==> config.mk <==
export PLATFORM = sky130hd
export DESIGN_NAME = mfn_ctrl
export DESIGN_NICKNAME = d
export VERILOG_FILES = /design/src/design/mfn_pkg.sv /design/src/design/mfn_ctrl.sv
export SDC_FILE = /design/constraint.sdc
export NUM_CORES = 1
export LEC_CHECK = 0
export ABC_AREA = 0
export BUFFER_PORTS_ARGS = -buffer_cell sky130_fd_sc_hd__buf_2
export CORE_MARGIN = 2
export CORE_UTILIZATION = 45
export DETAILED_ROUTE_END_ITERATION = 10
export PLACE_DENSITY = 0.82
export SETUP_SLACK_MARGIN = 0.1
export SLEW_MARGIN = 40
export SYNTH_ARGS = -nofsm -noshare
export SYNTH_HDL_FRONTEND = slang
export SYNTH_SLANG_ARGS = --single-unit
export TNS_END_PERCENT = 100
==> constraint.sdc <==
create_clock -name aclk -period 1.49 [get_ports aclk]
set_input_delay 0 -clock aclk [delete_from_list [all_inputs] [get_ports aclk]]
set_output_delay 0 -clock aclk [all_outputs]
set_load 0.005 [all_outputs]
==> src/design/mfn_pkg.sv <==
// Shared types, codes and helper functions of the maze flood-fill navigator.
package mfn_pkg;

    // Absolute directions, also the bit positions in a cell's wall set.
    localparam logic [1:0] DIR_N = 2'd0;
    localparam logic [1:0] DIR_E = 2'd1;
    localparam logic [1:0] DIR_S = 2'd2;
    localparam logic [1:0] DIR_W = 2'd3;

    // Move codes of a result.
    localparam logic [1:0] MOVE_FWD   = 2'd0;
    localparam logic [1:0] MOVE_LEFT  = 2'd1;
    localparam logic [1:0] MOVE_RIGHT = 2'd2;
    localparam logic [1:0] MOVE_BACK  = 2'd3;

    localparam logic [7:0] DIST_MAX = 8'd255;

    // Input and output transaction widths.
    localparam int S_TDATA_W = 24;
    localparam int M_TDATA_W = 8;

    // Commands from the controller to the datapath.
    typedef struct packed {
        logic       clr;       // write one reset entry of the cell maps
        logic       load;      // take an input transaction
        logic       wr_wall;   // write the sensed wall set of the current cell
        logic       ev_rd;     // read step of a cell evaluation
        logic       rd_prev;   // read the previous cell's distance
        logic       seed_wr;   // write previous distance plus one to the cell
        logic       fix_wr;    // write smallest open neighbour plus one
        logic       push;      // push step of a cell and its open neighbours
        logic       pop;       // read the queue head
        logic       pop_cap;   // take the popped cell as current
        logic       cur_cell;  // make the reached cell current again
        logic       drop_left; // flag entries still queued as dropped
        logic       out_load;  // load the result register
        logic [2:0] step;      // 0: current cell, 1 to 4: neighbour N, E, S, W
    } mfn_cmd_t;

    // Status from the datapath to the controller.
    typedef struct packed {
        logic clr_last;
        logic consistent;
        logic pop_ok;
    } mfn_sts_t;

    function automatic logic [1:0] move_code(input logic [1:0] choice,
                                             input logic [1:0] heading);
        logic [1:0] rel;
        rel = choice - heading;
        case (rel)
            2'd0: begin
                move_code = MOVE_FWD;
            end
            2'd3: begin
                move_code = MOVE_LEFT;
            end
            2'd1: begin
                move_code = MOVE_RIGHT;
            end
            default: begin
                move_code = MOVE_BACK;
            end
        endcase
    endfunction

    function automatic logic [7:0] sat_inc(input logic [7:0] v);
        sat_inc = (v == DIST_MAX) ? DIST_MAX : v + 8'd1;
    endfunction

endpackage

==> src/design/mfn_ctrl.sv <==
// Controller state machine of the navigator: sequences clearing, reflood and decision.
module mfn_ctrl (
    input  logic              aclk,
    input  logic              aresetn,
    input  logic              s_tvalid,
    output logic              s_tready,
    output logic              m_tvalid,
    input  logic              m_tready,
    input  mfn_pkg::mfn_sts_t sts,
    output mfn_pkg::mfn_cmd_t cmd
);

    localparam logic [3:0] ST_CLEAR   = 4'd0;
    localparam logic [3:0] ST_IDLE    = 4'd1;
    localparam logic [3:0] ST_WWALL   = 4'd2;
    localparam logic [3:0] ST_EVAL    = 4'd3;
    localparam logic [3:0] ST_EVAL_W  = 4'd4;
    localparam logic [3:0] ST_CHK     = 4'd5;
    localparam logic [3:0] ST_RD_PREV = 4'd6;
    localparam logic [3:0] ST_SEED    = 4'd7;
    localparam logic [3:0] ST_PUSH    = 4'd8;
    localparam logic [3:0] ST_LOOP    = 4'd9;
    localparam logic [3:0] ST_POP     = 4'd10;
    localparam logic [3:0] ST_POP_CAP = 4'd11;
    localparam logic [3:0] ST_FIX     = 4'd12;
    localparam logic [3:0] ST_DONE    = 4'd13;

    localparam logic [1:0] MODE_ARRIVE  = 2'd0;
    localparam logic [1:0] MODE_REFLOOD = 2'd1;
    localparam logic [1:0] MODE_DECIDE  = 2'd2;

    logic [3:0] state_reg, state_next;
    logic [2:0] step_reg, step_next;
    logic [1:0] mode_reg, mode_next;
    logic       m_tvalid_reg, m_tvalid_next;
    logic       out_free;

    assign out_free = !m_tvalid_reg || m_tready;
    assign s_tready = (state_reg == ST_IDLE);
    assign m_tvalid = m_tvalid_reg;

    always_comb begin
        state_next    = state_reg;
        step_next     = step_reg;
        mode_next     = mode_reg;
        m_tvalid_next = m_tvalid_reg && !m_tready;
        cmd           = '0;
        cmd.step      = step_reg;
        case (state_reg)
            ST_CLEAR: begin
                cmd.clr = 1'b1;
                if (sts.clr_last) begin
                    state_next = ST_IDLE;
                end
            end
            ST_IDLE: begin
                if (s_tvalid) begin
                    cmd.load   = 1'b1;
                    state_next = ST_WWALL;
                end
            end
            ST_WWALL: begin
                cmd.wr_wall = 1'b1;
                mode_next   = MODE_ARRIVE;
                step_next   = 3'd0;
                state_next  = ST_EVAL;
            end
            ST_EVAL: begin
                cmd.ev_rd = 1'b1;
                if (step_reg == 3'd4) begin
                    state_next = ST_EVAL_W;
                end else begin
                    step_next = step_reg + 3'd1;
                end
            end
            ST_EVAL_W: begin
                state_next = ST_CHK;
            end
            ST_CHK: begin
                step_next = 3'd0;
                case (mode_reg)
                    MODE_ARRIVE: begin
                        state_next = sts.consistent ? ST_PUSH : ST_RD_PREV;
                    end
                    MODE_REFLOOD: begin
                        state_next = sts.consistent ? ST_LOOP : ST_FIX;
                    end
                    default: begin
                        state_next = ST_DONE;
                    end
                endcase
            end
            ST_RD_PREV: begin
                cmd.rd_prev = 1'b1;
                state_next  = ST_SEED;
            end
            ST_SEED: begin
                cmd.seed_wr = 1'b1;
                step_next   = 3'd0;
                state_next  = ST_PUSH;
            end
            ST_FIX: begin
                cmd.fix_wr = 1'b1;
                step_next  = 3'd0;
                state_next = ST_PUSH;
            end
            ST_PUSH: begin
                cmd.push = 1'b1;
                if (step_reg == 3'd4) begin
                    state_next = ST_LOOP;
                end else begin
                    step_next = step_reg + 3'd1;
                end
            end
            ST_LOOP: begin
                step_next = 3'd0;
                if (sts.pop_ok) begin
                    state_next = ST_POP;
                end else begin
                    cmd.drop_left = 1'b1;
                    cmd.cur_cell  = 1'b1;
                    mode_next     = MODE_DECIDE;
                    state_next    = ST_EVAL;
                end
            end
            ST_POP: begin
                cmd.pop    = 1'b1;
                state_next = ST_POP_CAP;
            end
            ST_POP_CAP: begin
                cmd.pop_cap = 1'b1;
                mode_next   = MODE_REFLOOD;
                step_next   = 3'd0;
                state_next  = ST_EVAL;
            end
            ST_DONE: begin
                if (out_free) begin
                    cmd.out_load  = 1'b1;
                    m_tvalid_next = 1'b1;
                    state_next    = ST_IDLE;
                end
            end
            default: begin
                state_next = ST_IDLE;
            end
        endcase
    end

    always_ff @(posedge aclk) begin
        if (!aresetn) begin
            state_reg    <= ST_CLEAR;
            step_reg     <= 3'd0;
            mode_reg     <= MODE_ARRIVE;
            m_tvalid_reg <= 1'b0;
        end else begin
            state_reg    <= state_next;
            step_reg     <= step_next;
            mode_reg     <= mode_next;
            m_tvalid_reg <= m_tvalid_next;
        end
    end

`ifndef SYNTHESIS
    a_no_overwrite: assert property (@(posedge aclk) disable iff (!aresetn)
        cmd.out_load |-> (!m_tvalid_reg || m_tready))
        else $error("result register loaded while a result is still held");

    a_result_after_done: assert property (@(posedge aclk) disable iff (!aresetn)
        (state_reg == ST_DONE && out_free) |=> (m_tvalid && state_reg == ST_IDLE))
        else $error("finished decision did not raise a result");

    a_step_range: assert property (@(posedge aclk) disable iff (!aresetn)
        (state_reg == ST_EVAL || state_reg == ST_PUSH) |-> (step_reg <= 3'd4))
        else $error("evaluation or push step out of range");
`endif

endmodule

==> key figures <==
Run status
  • Status: finished, final reports clean

Global route
  • Top Usage Layer GRT: met2
  • First-pass GRT wire length: 3390 µm
  • All-Layer GR Usage: 22.1%
  • Grt met1 use: 23.6%
  • Grt met3 use: 3.53%
  • GRT met2 Usage: 41.1%
  • Initial antenna violation count: 0
  • Grt total ovfl: 0
  • Largest net degree at the start of global routing: 10
  • Number of global-route vias before repair: 829

Die
  • Die W: 46.6 µm
  • Core Box Area: 1730 µm²
  • Num ports: 25
  • Die area: 2180 µm²
  • Starting density of the core: 47.4%
  • Die Y: 46.6 µm
  • Site Rows: 15

Layout
  • Antenna Cells: 0
  • Area Overhead vs Synth: 52.8%
  • Commonest non-fill, non-tap cell in the layout: buf_4
  • Largest register FFs: 4
  • Layout cells sized above 1: 57.6%
  • Fillers: 143
  • Most frequent cells in the layout: buf_4 (25), buf_2 (24), nor2_1 (8), a21oi_1 (8), nor3_1 (7)
  • Final layout net count: 161

Clock network
  • CTS Buffer Depth: 2
  • Clk root buf: clkbuf_4
  • Hold Buf Count CTS: 0
  • Worst-Skew Late Latency: 0.28 ns
  • CTS Buf Count: 3
  • CTS Sinks: 10
  • Clock transition at path regs: 0.07 ns
  • CTS tree: done
  • H-tree depth: 1

Critical path
  • Worst setup path end: state_reg[3]
  • R2R depth: 5
  • Worst reg2reg setup slack: 0.04 ns
  • Worst EP arrival: 1.62 ns
  • Worst r2r src: state_reg[0]
  • Critical path's slowest cell: dfxtp_4
  • Slowest stage delay, CP: 0.36 ns
  • Req. time, crit path: 1.66 ns
  • Reg-to-Reg End: state_reg[3]
  • Crit path max-delay family: compound AO/OA/AOI/OAI gates
  • Startpoint Class: register
  • Buf/Inv on CP: 1
  • Stages on worst setup path: 5
  • WS Path Type: register to register
  • CP endpoint kind: register
  • Crit. Startpoint: state_reg[0]
  • Worst-path cell chain: buf_6, mux2i_2, a22oi_2, nand2_2, o311a_1
  • Crit Path Max Fanout: 6

Timing
  • Worst Tran Pin Value: 0.287 ns
  • Final period util: 97.6%
  • Final setup fails: 0
  • RSZ-0062 raised after global routing: yes
  • Worst setup margin: 0.0351 ns
  • Fmax: 687 MHz
  • Min Clock Period, post-route: 1.45 ns
  • Max-slew violations: 0
  • Final hold violations: 0
  • Max transition margin: 80.7%
  • Post-route clock skew: 0.00692 ns

Hold path
  • Hold Path Depth: 2
  • Worst hold path class: primary input to register

Pwr
  • Sw power: 786 µW
  • Power Internal: 1.13 mW
  • Power share of the combinational group: 66.1%
  • Sequential power share: 21.0%
  • Switch share: 40.9%
  • Clk pwr share: 12.8%
  • Total power: 1.92 mW
  • PD cells: 1540 nW/µm²
  • P_leak: 0.587 nW
  • Peak supply drop: 1.07 mV

Yosys
  • Post-synthesis sequential element count: 10
  • Synthesized area: 818 µm²
  • Post-synth cell types: 41
  • Synth Net Count: 115
  • Share of the synthesized area in the top cell type: 24.5%
  • YS warnings: 0
  • Cell taking the most area after synthesis: dfxtp_1
  • Post-Synthesis Cells: 106
  • Synth top area cells: dfxtp_1 (24%), a21oi_1 (6.7%), nor3_1 (6.7%)
  • Seq/Total Area, Yosys: 24.5%
  • Avg Synthesized Cell Area: 7.72 µm²

Place
  • Port buffer count: 24
  • DP HPWL: 1600 µm
  • Worst slack at placement: -0.0655 ns
  • Final GP Congestion: 0.795

Run
  • Max-Cap Viols: 0

Routing
  • WL/cell: 13.1 µm
  • Antenna-violating nets left: 0
  • Drt drc: 0
  • Vias: 964
  • Detailed Routing Iterations Pass 1: 4
  • WL final: 2310 µm
  • DRT iter0 DRCs: 6
  • Vias per cell: 5.48
==> synthesized netlist by cell type (all sizes together) <==
| cell type | number |
|---|---|
| a21oi | 11 |
| nor3 | 11 |
| dfxtp | 10 |
| nor2 | 8 |
| buf | 7 |
| inv | 6 |
| nand2 | 6 |
| nand2b | 6 |
| o21ai | 4 |
| clkbuf | 3 |
| nor2b | 3 |
| o21a | 3 |
| or3b | 3 |
| a22oi | 2 |
| a31o | 2 |
| ha | 2 |
| o211a | 2 |
| a211oi | 1 |
| a21boi | 1 |
| a21o | 1 |
| a32o | 1 |
| and2 | 1 |
| and3 | 1 |
| and3b | 1 |
| and4b | 1 |
| mux2i | 1 |
| nand3b | 1 |
| nor3b | 1 |
| nor4 | 1 |
| o221a | 1 |
| o311a | 1 |
| o32ai | 1 |
| or3 | 1 |
| xnor2 | 1 |
==> repair_timing <==
action	4_1_cts	5_1_grt
pin swaps	6	4
buffers inserted	7	1
resized for setup	18	17
setup endpoints to repair	15	14
hold endpoints to repair	0	0
==> per-stage QoR <==
step	setup TNS [ns]	area [µm²]	std cells	hold slack, ns	util [%]
after floorplan	0	822	106	0.0446	-
after global placement	0	1050	164	0.284	60.8
after detailed placement	-0.112	1050	164	0.285	60.8
after CTS	0	1180	175	0.0273	68.4
after global routing	-0.0354	1250	176	0.0381	72.4
final	0	1250	176	0.0285	72.4
==> worst reg2reg max path: stages, from the launching register on <==
cell	delay [ns]
dfxtp_4	0.36
buf_6	0.13
mux2i_2	0.17
a22oi_2	0.22
nand2_2	0.12
o311a_1	0.36
==> cell families after synthesis <==
kind of cell / count (synthesis) / share of synthesized area, %
and+or+nand+nor: 45 / 31.3
AOI/OAI and AO/OA: 31 / 28.0
buffers and inverters: 16 / 10.9
DFF: 10 / 24.5
adders and majority gates: 2 / 3.06
xor gates and xnor gates: 1 / 1.07
muxes: 1 / 1.22
==> power by group through the flow <==
stage / sequential (mW) / clock, mW / combinational [mW]
final: 0.404 / 0.247 / 1.27
after global routing: 0.413 / 0.261 / 1.38
after CTS: 0.396 / 0.248 / 1.10
after detailed placement: 0.402 / 0 / 0.974
after global placement: 0.399 / 0 / 0.953
after floorplan: 0.347 / 0 / 0.697
==> cell type report <==
class	instances	area, µm²	share of cell area [%]
timing repair buffer	51	330	26.4
clock buffer	4	36.3	2.90
inverter	6	25.0	2.00
multi-input combinational	80	609	48.7
tap	25	31.3	2.50
sequential	10	218	17.4
==> worst min path at each step <==
stage,endpoint,start
floorplan,cmd[4],sts[0]
global placement,cmd[4],sts[0]
detailed placement,cmd[5],sts[0]
CTS,state_reg[3],aresetn
global route,state_reg[1],aresetn
finish,state_reg[1],aresetn
==> routing by layer <==
layer	wire length, µm	up-vias
met5	0	-
met4	62	0
met3	104	7
met2	1190	35
met1	953	451
li1	-	471
(Power assumes the default switching activity.)
